$ cat src/design/lwh_pkg.sv
// shared types, constants and codes of the local window label histogram
`default_nettype none

package lwh_pkg;

  // default sizes handed to the top level parameters
  localparam int DEF_MAX_WIDTH  = 64;
  localparam int DEF_MAX_HEIGHT = 64;
  localparam int DEF_CHANNELS   = 4;
  localparam int DEF_MAX_RADIUS = 7;

  // number of bins and label width are fixed by the word fields
  localparam int MAX_LABELS = 16;
  localparam int LBL_W      = 4;
  localparam int BIN_W      = 4;
  localparam int XY_W       = 6;
  localparam int CH_W       = 2;
  localparam int CNT_OUT_W  = 8;
  localparam int FRAC_W     = 17;
  localparam int STAT_W     = 2;
  localparam int DIV_CNT_W  = $clog2(FRAC_W + 1);

  // configuration register widths
  localparam int NL_W       = 5;
  localparam int RAD_W      = 3;
  localparam int DIM_W      = 7;
  localparam int CFG_IDX_W  = 2;
  localparam int CFG_DATA_W = 7;

  // configuration register indexes
  localparam logic [CFG_IDX_W-1:0] CFG_NUM_LABELS   = 2'd0;
  localparam logic [CFG_IDX_W-1:0] CFG_RADIUS       = 2'd1;
  localparam logic [CFG_IDX_W-1:0] CFG_IMAGE_WIDTH  = 2'd2;
  localparam logic [CFG_IDX_W-1:0] CFG_IMAGE_HEIGHT = 2'd3;

  // configuration reset values
  localparam logic [NL_W-1:0]  RST_NUM_LABELS   = 5'd16;
  localparam logic [RAD_W-1:0] RST_RADIUS       = 3'd1;
  localparam logic [DIM_W-1:0] RST_IMAGE_WIDTH  = 7'd64;
  localparam logic [DIM_W-1:0] RST_IMAGE_HEIGHT = 7'd64;

  // operation codes
  localparam logic OP_WRITE = 1'b0;
  localparam logic OP_QUERY = 1'b1;

  // result status codes
  localparam logic [STAT_W-1:0] STATUS_OK    = 2'd0;
  localparam logic [STAT_W-1:0] STATUS_LABEL = 2'd1;
  localparam logic [STAT_W-1:0] STATUS_COORD = 2'd2;

  // input word
  typedef struct packed {
    logic             op;
    logic [XY_W-1:0]  pos_x;
    logic [XY_W-1:0]  pos_y;
    logic [CH_W-1:0]  channel;
    logic [LBL_W-1:0] label_in;
  } lwh_in_t;

  // result word
  typedef struct packed {
    logic [BIN_W-1:0]     bin;
    logic [CNT_OUT_W-1:0] bin_count;
    logic [FRAC_W-1:0]    fraction;
    logic [STAT_W-1:0]    status;
    logic                 last;
  } lwh_out_t;

  // commands from controller to datapath
  typedef struct packed {
    logic              load_in;
    logic              mem_we;
    logic              scan_init;
    logic              scan_step;
    logic              div_start;
    logic              load_ack;
    logic [STAT_W-1:0] ack_status;
    logic              load_bin;
    logic              bin_inc;
  } lwh_cmd_t;

  // status from datapath to controller
  typedef struct packed {
    logic coord_bad;
    logic label_bad;
    logic is_query;
    logic scan_last;
    logic div_busy;
    logic bin_last;
  } lwh_sts_t;

  // controller states
  typedef enum logic [2:0] {
    ST_IDLE,
    ST_CHECK,
    ST_ACK,
    ST_SCAN,
    ST_DRAIN,
    ST_DIV_LOAD,
    ST_DIV,
    ST_OUT
  } lwh_state_e;

endpackage

`default_nettype wire

$ cat src/design/lwh_ctrl.sv
// controller state machine of the local window label histogram
`default_nettype none

module lwh_ctrl (
  input  wire logic              clk_i,
  input  wire logic              rst_ni,
  input  wire logic              in_valid_i,
  output logic                   in_stall_o,
  output logic                   out_valid_o,
  input  wire logic              out_stall_i,
  input  wire lwh_pkg::lwh_sts_t sts_i,
  output lwh_pkg::lwh_cmd_t      cmd_o
);

  lwh_pkg::lwh_state_e state_q, state_d;

  // state register
  always_ff @(posedge clk_i or negedge rst_ni) begin
    if (!rst_ni) begin
      state_q <= lwh_pkg::ST_IDLE;
    end else begin
      state_q <= state_d;
    end
  end

  // next state
  always_comb begin
    state_d = state_q;
    case (state_q)
      lwh_pkg::ST_IDLE: begin
        if (in_valid_i) state_d = lwh_pkg::ST_CHECK;
      end
      lwh_pkg::ST_CHECK: begin
        if (sts_i.coord_bad || !sts_i.is_query) begin
          state_d = lwh_pkg::ST_ACK;
        end else begin
          state_d = lwh_pkg::ST_SCAN;
        end
      end
      lwh_pkg::ST_ACK: begin
        if (!out_stall_i) state_d = lwh_pkg::ST_IDLE;
      end
      lwh_pkg::ST_SCAN: begin
        if (sts_i.scan_last) state_d = lwh_pkg::ST_DRAIN;
      end
      lwh_pkg::ST_DRAIN: begin
        state_d = lwh_pkg::ST_DIV_LOAD;
      end
      lwh_pkg::ST_DIV_LOAD: begin
        state_d = lwh_pkg::ST_DIV;
      end
      lwh_pkg::ST_DIV: begin
        if (!sts_i.div_busy) state_d = lwh_pkg::ST_OUT;
      end
      lwh_pkg::ST_OUT: begin
        if (!out_stall_i) begin
          state_d = sts_i.bin_last ? lwh_pkg::ST_IDLE : lwh_pkg::ST_DIV_LOAD;
        end
      end
      default: state_d = lwh_pkg::ST_IDLE;
    endcase
  end

  // outputs and datapath commands
  always_comb begin
    cmd_o       = '0;
    in_stall_o  = 1'b1;
    out_valid_o = 1'b0;
    case (state_q)
      lwh_pkg::ST_IDLE: begin
        in_stall_o     = 1'b0;
        cmd_o.load_in  = in_valid_i;
      end
      lwh_pkg::ST_CHECK: begin
        if (sts_i.coord_bad) begin
          cmd_o.load_ack   = 1'b1;
          cmd_o.ack_status = lwh_pkg::STATUS_COORD;
        end else if (!sts_i.is_query) begin
          cmd_o.load_ack = 1'b1;
          if (sts_i.label_bad) begin
            cmd_o.ack_status = lwh_pkg::STATUS_LABEL;
          end else begin
            cmd_o.ack_status = lwh_pkg::STATUS_OK;
            cmd_o.mem_we     = 1'b1;
          end
        end else begin
          cmd_o.scan_init = 1'b1;
        end
      end
      lwh_pkg::ST_ACK: begin
        out_valid_o = 1'b1;
      end
      lwh_pkg::ST_SCAN: begin
        cmd_o.scan_step = 1'b1;
      end
      lwh_pkg::ST_DRAIN: begin
        cmd_o = '0;
      end
      lwh_pkg::ST_DIV_LOAD: begin
        cmd_o.div_start = 1'b1;
      end
      lwh_pkg::ST_DIV: begin
        cmd_o.load_bin = !sts_i.div_busy;
      end
      lwh_pkg::ST_OUT: begin
        out_valid_o   = 1'b1;
        cmd_o.bin_inc = !out_stall_i && !sts_i.bin_last;
      end
      default: begin
        cmd_o = '0;
      end
    endcase
  end

endmodule

`default_nettype wire

$ cat config.mk
export PLATFORM = sky130hd
export DESIGN_NAME = lwh_ctrl
export DESIGN_NICKNAME = d
export VERILOG_FILES = /design/src/design/lwh_pkg.sv /design/src/design/lwh_ctrl.sv
export SDC_FILE = /design/constraint.sdc
export NUM_CORES = 1
export LEC_CHECK = 0
export ABC_AREA = 1
export CAP_MARGIN = 20
export CORE_AREA = 3 3 40 42
export CTS_BUF_LIST = sky130_fd_sc_hd__clkbuf_4 sky130_fd_sc_hd__clkbuf_8
export CTS_CLUSTER_SIZE = 40
export DETAILED_ROUTE_END_ITERATION = 10
export DIE_AREA = 0 0 43 45
export DONT_BUFFER_PORTS = 1
export GPL_ROUTABILITY_DRIVEN = 1
export PLACE_DENSITY = 0.47
export SLEW_MARGIN = 20
export SYNTH_ARGS = -nofsm -noshare
export SYNTH_HDL_FRONTEND = slang
export SYNTH_SLANG_ARGS = --single-unit
$ cat constraint.sdc
create_clock -name clk_i -period 1.1 [get_ports clk_i]
set_input_delay 0.055 -clock clk_i [delete_from_list [all_inputs] [get_ports clk_i]]
set_output_delay 0.055 -clock clk_i [all_outputs]
set_load 0.01 [all_outputs]
## After elaboration in Yosys (flattened, before gate mapping)

Index checks and enable logic that the tools add are counted.

| cells by class | value |
|---|---|
| magnitude comparators | 0 |
| shift-type cells | 0 |
| add/subtract/negate cells | 0 |
| equal/unequal tests | 12 |
| multipliers | 0 |
| div/mod/pow operators | 0 |
| mux-type cells | 24 |
| bitwise logic cells | 0 |
| reductions and logical operators | 9 |

Operator list:

| kind | count |
|---|---|
| $mux W3 | 9 |
| $pmux W3 S8 | 1 |
| $eq A3 B3 Y1 const B | 4 |
| $mux W1 | 12 |
| $ne A2 B2 Y1 const B | 5 |
| $eq A3 B2 Y1 const B | 2 |
| $reduce_and A5 Y1 | 1 |
| $logic_not A1 Y1 | 4 |
| $mux W2 | 2 |
| $eq A3 B1 Y1 const B | 1 |
| $logic_not A3 Y1 | 1 |
| $reduce_or A2 Y1 | 1 |
| $logic_and A1 B1 Y1 | 1 |
| $logic_or A1 B1 Y1 | 1 |

| word-level totals | value |
|---|---|
| ROM bits | 0 |
| word-level logic and storage cells | 46 |
| memories kept | 0 |
| register bits | 3 |
| bits in writable memories | 0 |
| bits in latches | 0 |
| output and inout bits | 12 |
| input bits | 10 |

## Longest topological paths before layout

Gate-level depths: netlist of the first run.

| depth | value |
|---|---|
| depth in word-level cells | 4 |
| gate-level depth with buffers | 9 |

## Worst setup path before layout of the first run

Ideal clock, no wire load.

| path | value |
|---|---|
| path type | flip-flop to output port |
| start point | register state_q[1] |
| end point | output cmd_o[8] (netlist bit) |
| buffers on the path | 1 |
| path slack | 0.005 ns |
| stages on the path, launching flop included | 7 |
| arrival time | 1.040 ns |
| cell sequence | dfrtp_1 > buf_6 > inv_2 > nand2_1 > nor2_2 > inv_1 > nor3_1 |

RTL lines:

| item | RTL line | text |
|---|---|---|
| start, declared | lwh_ctrl.sv:15 | `lwh_pkg::lwh_state_e state_q, state_d;` |
| start signal, assigned | lwh_ctrl.sv:20 | `state_q <= lwh_pkg::ST_IDLE;` |
| start signal, assigned | lwh_ctrl.sv:22 | `state_q <= state_d;` |
| end, declared | lwh_ctrl.sv:12 | `output lwh_pkg::lwh_cmd_t cmd_o` |

==> key figures, run 1 <==
Status
  • Status: finished with violations
  • Failing checks: negative setup slack

Pwr
  • Clk network pwr share: 0.099
  • Cell-internal power: 1.148 mW
  • PD cells: 3144 nW/um2
  • Sequential Power Share: 0.141
  • Max VDD drop: 1141 uV
  • Net Sw Frac: 0.4685
  • Comb pwr share: 0.760
  • Total Power: 2.160 mW
  • Leakage: ~0.34 nW
  • Net Switching: 1.012 mW

Layout
  • Footprint of the multi-input gates: around 330 um2
  • Max FFs per register: 3
  • Register Area: 78.83 um2
  • Finished Layout Cells: 100
  • Fraction of layout cells with a size suffix above 1: 0.6588
  • Top flop regs: state_q x3
  • Fillcell total: 123
  • Area Overhead vs Synth: 90.62%
  • Finished Core Util: 0.5346
  • Most flop-heavy register: state_q
  • Fin nets: 96
  • N_diodes: 0

Placed design
  • RD Place Congestion: ~0.76
  • Dpl ws: -0.09173 ns
  • Post-DP HPWL: 728.7 um
  • Placed cell count: 86
  • Port buffer count: 0

GRT
  • Grt ovf: 0
  • Wire length of the first global-routing pass: 1.731 mm
  • Largest net degree at the start of global routing: 7
  • GR Layer Usage met3: 0.03984
  • Met2 global-route usage: 0.2186
  • Grt met1 use: 0.1253
  • Vias in the first global route: 425
  • Total GRT Usage: 0.1149
  • Grt peak-use layer: met2
  • Initial antenna violation count: 0

Critical path
  • Slowest library cell on the worst path: dfrtp_2
  • Crit-path max cell delay: approximately 0.44 ns
  • CP Launch Type: register
  • CP Max Fanout: 5
  • CP Cell Sequence: inv_2, nand2_4, nor2_4, inv_2, buf_4, nor2_4
  • Setup crit end kind: output pin
  • WS Path Type: register to output pin
  • Worst Path Arrival: approximately 1.2 ns
  • Data required, critical path: 1.04 ns

Yosys
  • Post-synth EDFFs: 0
  • Syn Nets: 73
  • Synth warn: 0
  • Synthesized area: 360.3 um2
  • Yosys cell types: 15
  • Count leader, synth: nand2_1
  • Synth area leaders: dfrtp_1 21%, nand2_1 17%, nor2_1 11%
  • Number of synthesized register bits: 3
  • Mapped Cells: between 60 and 70
  • Sequential share of the synthesized area: 0.2083
  • Top-area cell type share of the netlist area: 0.2083
  • Largest area contributor in the netlist: dfrtp_1
  • Mean Syn Cell Area: roughly 5.7 um2
  • Main synth FF type: dfrtp_1
  • FFs w/ async S/R, synth: 1.000
  • Post-synth top cells: 16 x nand2_1, 11 x nor2_1, 8 x inv_1, 8 x nand3_1

CTS
  • CTS sink cnt: 3
  • Clock buffer depth: 2
  • CTS tree: done
  • Clock buffers created by TritonCTS: 3
  • Worst skew pair latency: 0.23 ns
  • Clock root buffer: clkbuf_4
  • H-tree levels: 1
  • CTS clk-pin slew, worst paths: around 0.040 ns

Die
  • Die W: approximately 43 um
  • Die Ht: 45 um
  • Die ar.: 1935 um2
  • Row cnt: 13
  • Top Ports: 22
  • Effective utilization at floorplan: 0.2804
  • Core area: about 1300 um2

Hold path
  • HP Class: primary input to asynchronous set/reset pin

STA
  • Final worst path period share: 1.171
  • Slew at the pin with the worst max-slew slack: 0.2411 ns
  • Hold Vio Cnt, Final: 0
  • Slew headroom: 0.8387
  • Max-slew violations: 0
  • Worst Hold Slack: 0.07702 ns
  • Final worst setup slack: -0.1881 ns
  • Final Critical Period: ~1.3 ns
  • FMAX: 776.3 MHz
  • Final number of setup-violating endpoints: 15
  • RSZ-0062 raised after global routing: true
  • Setup Skew: 0.002738 ns

Drt
  • Final ANT Viol Nets: 0
  • Remaining DRCs: 0
  • Via density: 4.760
  • DR pass1 iterations: 2
  • Routed len/inst: between 10 and 15 um
  • WL final: 1.132 mm
  • Detailed-route via count: 476
  • DR iter-0 viols: 5

Job
  • Maxcap violations: 0
## path summary, 6_finish.rpt
path	startpoint	endpoint	slack, ns	cells after the start
hold / removal	rst_ni	state_q[0]$_DFFE_PN0P_	0.08	1
setup / recovery	state_q[1]$_DFFE_PN0P_	cmd_o[4]	-0.19	6
max in group asynchronous	rst_ni	state_q[1]$_DFFE_PN0P_	0.86	1
setup reg to reg	state_q[1]$_DFFE_PN0P_	state_q[1]$_DFFE_PN0P_	-0.16	8
min in group clk_i	out_stall_i	state_q[0]$_DFFE_PN0P_	0.08	4
hold reg to reg	state_q[0]$_DFFE_PN0P_	state_q[0]$_DFFE_PN0P_	0.61	2
## timing repair
| action | CTS | global route |
|---|---|---|
| resized for setup | 33 | 11 |
| setup buffers | 8 | 3 |
| pin swaps | 8 | 7 |
| hold buffers | 1 | 0 |
| hold endpoints to repair | 3 | 0 |
| endpoints found under the setup margin | 15 | 15 |
## per-stage QoR
stage          TNS [ns]  cell area (um2)
6_report         -1.948            686.9
5_1_grt          -2.852            686.9
4_1_cts          -1.646            639.4
3_5_place_dp    -0.3289            431.7
3_3_place_gp    -0.4625            431.7
2_1_floorplan         0            360.3
## cell families (layout without fill, tap and decap cells)
logic type / Yosys count / in the layout / share of synthesized area
AOI/OAI and AO/OA: 2 / 2 / 0.02775
DFF: 3 / 3 / 0.2083
buffers and inverters: 13 / 35 / 0.1771
and+or+nand+nor: 45 / 45 / 0.5868
## cells in the final DEF (no fill, tap or decap), types with 2 or more instances in the layout
master,Yosys,final
nor2_4,1,6
nand2_1,16,13
nand3_2,1,6
buf_4,0,11
buf_6,2,8
nand2_2,3,4
inv_1,8,5
inv_2,3,4
nand3_1,8,2
clkbuf_4,0,4
dfrtp_2,0,3
nand4_1,2,2
nand2_4,0,2
nor2_2,2,3
nor2_1,11,5
## power by group through the flow
stage	clock (mW)	combinational, mW	sequential [mW]
final	0.213	1.64	0.304
after global routing	0.227	1.76	0.314
after CTS	0.222	1.46	0.294
after detailed placement	0	0.880	0.300
after global placement	0	0.882	0.305
after floorplan	0	0.703	0.217
## critical path, delay by kind of cell, from the launching register on
family                 cells  cell delay, ns
buffers and inverters      3            0.28
DFF                        1            0.44
and+or+nand+nor            3            0.28
## routing by layer
layer / part of all wire / vias up / wire (um)
li1: - / 241 / -
met1: 0.39 / 214 / 445
met2: 0.51 / 19 / 582
met3: 0.074 / 2 / 84
met4: 0.017 / 0 / 19
met5: 0 / - / 0
## cell type report
cell class / count / share of cell area
inverter: 11 / 0.07468
tap: 15 / 0.02732
timing repair buffer: 20 / 0.2659
clock buffer: 4 / 0.04372
sequential: 3 / 0.1148
multi-input combinational: 47 / 0.4736
No activity file was read; power rests on OpenSTA's default activity.
==> run 2, diff against run 1 <==
Settings changed: GPL_ROUTABILITY_DRIVEN 1 to default, SETUP_SLACK_MARGIN from default to 0.2.
==> key figures, run 2 (synthesized netlist as in run 1, its figures left out) <==
CTS
  • CTS tree: done (unchanged)
  • Worst skew pair latency: 0.23 ns (about the same)
  • CTS clk-pin slew, worst paths: 0.04 ns (about the same)
  • H-tree levels: 1 (unchanged)
  • Clock buffer depth: 2 (unchanged)
  • CTS sink cnt: 3 (unchanged)
  • Clock root buffer: clkbuf_4 (unchanged)
  • Clock buffers created by TritonCTS: 3 (unchanged)

Critical path
  • Reg2reg setup slack: -0.13 ns (was -0.16 ns)
  • CP Launch Type: register (unchanged)
  • Setup crit end kind: output pin (unchanged)
  • Data required, critical path: 1.04 ns (about the same)
  • WS Path Type: register to output pin (unchanged)
  • Worst Path Arrival: 1.21 ns (was 1.23 ns)
  • CP Max Fanout: 4 (was 5)

Drt
  • Detailed-route via count: 446 (was 476)
  • Routed len/inst: 12.01 um (was 11.32 um)
  • Remaining DRCs: 0 (unchanged)
  • DR iter-0 viols: 7 (was 5)
  • Via density: 4.745 (was 4.760)
  • WL final: 1.129 mm (was 1.132 mm)
  • DR pass1 iterations: 4 (was 2)
  • Final ANT Viol Nets: 0 (unchanged)

STA
  • Final number of setup-violating endpoints: 14 (was 15)
  • Setup Total Neg Slack: -1.818 ns (was -1.948 ns)
  • Slew at the pin with the worst max-slew slack: 0.2743 ns (was 0.2411 ns)
  • Max-slew violations: 0 (unchanged)
  • RSZ-0062 raised after global routing: true (unchanged)
  • Final worst path period share: 1.151 (was 1.171)
  • Final Critical Period: 1.266 ns (was 1.288 ns)
  • Hold Vio Cnt, Final: 0 (unchanged)
  • Slew headroom: 0.8166 (was 0.8387)
  • Final worst setup slack: -0.1660 ns (was -0.1881 ns)
  • Setup Skew: 0.001933 ns (was 0.002738 ns)
  • FMAX: 789.9 MHz (was 776.3 MHz)

Job
  • Maxcap violations: 0 (unchanged)

Layout
  • Fraction of layout cells with a size suffix above 1: 0.6582 (was 0.6588)
  • Most common cell after layout, fill and taps aside: nand2_1 (unchanged)
  • Max FFs per register: 3 (unchanged)
  • Finished Core Util: 0.5161 (was 0.5346)
  • Top flop regs: state_q x3 (unchanged)
  • Fin nets: 90 (was 96)
  • N_diodes: 0 (unchanged)
  • Commonest non-fill, non-tap cells in the layout: 11 x nand2_1, 9 x nor2_4, 7 x buf_4 (was 13 x nand2_1, 11 x buf_4, 8 x buf_6)
  • Area Overhead vs Synth: 84.03% (was 90.62%)
  • Most flop-heavy register: state_q (unchanged)

Pwr
  • Leakage: 0.3222 nW (was 0.3376 nW)
  • Comb pwr share: 0.735 (was 0.760)
  • Net Switching: 0.9998 mW (was 1.012 mW)
  • Net Sw Frac: 0.4882 (was 0.4685)
  • Max VDD drop: 1052 uV (was 1141 uV)
  • Sequential Power Share: 0.161 (was 0.141)
  • Cell-internal power: 1.048 mW (was 1.148 mW)
  • PD cells: 3088 nW/um2 (was 3144 nW/um2)
  • Clk network pwr share: 0.104 (was 0.099)

Die
  • Die Ht: 45 um (unchanged)
  • Row cnt: 13 (unchanged)
  • Die ar.: 1935 um2 (unchanged)
  • Top Ports: 22 (unchanged)
  • Die W: 43 um (unchanged)
  • Effective utilization at floorplan: 0.2804 (unchanged)
  • Core area: 1285 um2 (unchanged)

GRT
  • Initial antenna violation count: 0 (unchanged)
  • Grt ovf: 0 (unchanged)
  • Largest net degree at the start of global routing: 7 (unchanged)
  • Vias in the first global route: 457 (was 425)
  • Total GRT Usage: 0.1292 (was 0.1149)
  • Wire length of the first global-routing pass: 1.911 mm (was 1.731 mm)

Hold path
  • HP Class: primary input to asynchronous set/reset pin (unchanged)

Status
  • Failing checks: negative setup slack (unchanged)
  • Status: finished with violations (unchanged)

Placed design
  • RD Place Congestion: 0.7958 (was 0.7618)
  • Port buffer count: 0 (unchanged)
  • Post-DP HPWL: 752.7 um (was 728.7 um)
==> run 2: cell count changes in the layout (fill, tap and decap cells not counted), sizes merged <==
cell / delta
buf: -6
==> run 2: metrics by stage <==
step	hold slack [ns]	area [um2]	power [mW]	worst slack (ns)	instances
final	0.07993	663.1	2.048	-0.1660	94
after global routing	0.07358	663.1	2.203	-0.2184	94
after CTS	0.07605	628.1	1.926	-0.1727	94
after detailed placement	-0.2405	462.9	1.277	-0.1097	85
after global placement	-0.2405	462.9	1.293	-0.1596	85
after floorplan	-0.2406	399.1	1.012	0.07104	63
==> run 2: final timing paths <==
path,start,end,cells after the start
setup / recovery,state_q[2]$_DFFE_PN0P_,cmd_o[8],4
hold / removal,rst_ni,state_q[2]$_DFFE_PN0P_,1
setup reg to reg,state_q[1]$_DFFE_PN0P_,state_q[1]$_DFFE_PN0P_,7
hold reg to reg,state_q[0]$_DFFE_PN0P_,state_q[0]$_DFFE_PN0P_,2
max in group asynchronous,rst_ni,state_q[1]$_DFFE_PN0P_,1
min in group clk_i,out_stall_i,state_q[2]$_DFFE_PN0P_,4
==> run 2: final cells by class <==
cell class / instances / area, um2
clock buffer: 4 / 30.03
fill: 128 / 621.8
inverter: 11 / 48.80
multi-input combinational: 47 / 347.8
sequential: 3 / 78.83
tap: 15 / 18.77
timing repair buffer: 14 / 138.9
==> run 2: timing repair <==
item,4_1_cts,5_1_grt
hold endpoints to repair,3,0
resized for setup,23,9
pin swaps,9,8
hold buffers,1,0
buffers inserted,4,0
endpoints found under the setup margin,15,15
==> run 2: power by group through the flow <==
stage / logic (mW) / clock network (mW) / registers [mW]
finish: 1.51 / 0.214 / 0.329
global route: 1.63 / 0.236 / 0.338
CTS: 1.40 / 0.218 / 0.311
detailed placement: 0.942 / 0 / 0.335
global placement: 0.959 / 0 / 0.333
floorplan: 0.781 / 0 / 0.231
==> run 2: worst max-delay path, stage by stage, from the launching register on <==
cell	delay, ns
dfrtp_2	0.45
buf_6	0.15
nor2_4	0.16
inv_4	0.07
nor3_4	0.15
==> run 2: metal layers <==
layer,vias up,part of all wire,track usage
met3,2,0.043,0.01992
met5,-,0,0
met2,16,0.54,0.2126
li1,230,-,-
met4,0,0.014,0.07831
met1,198,0.40,0.1594
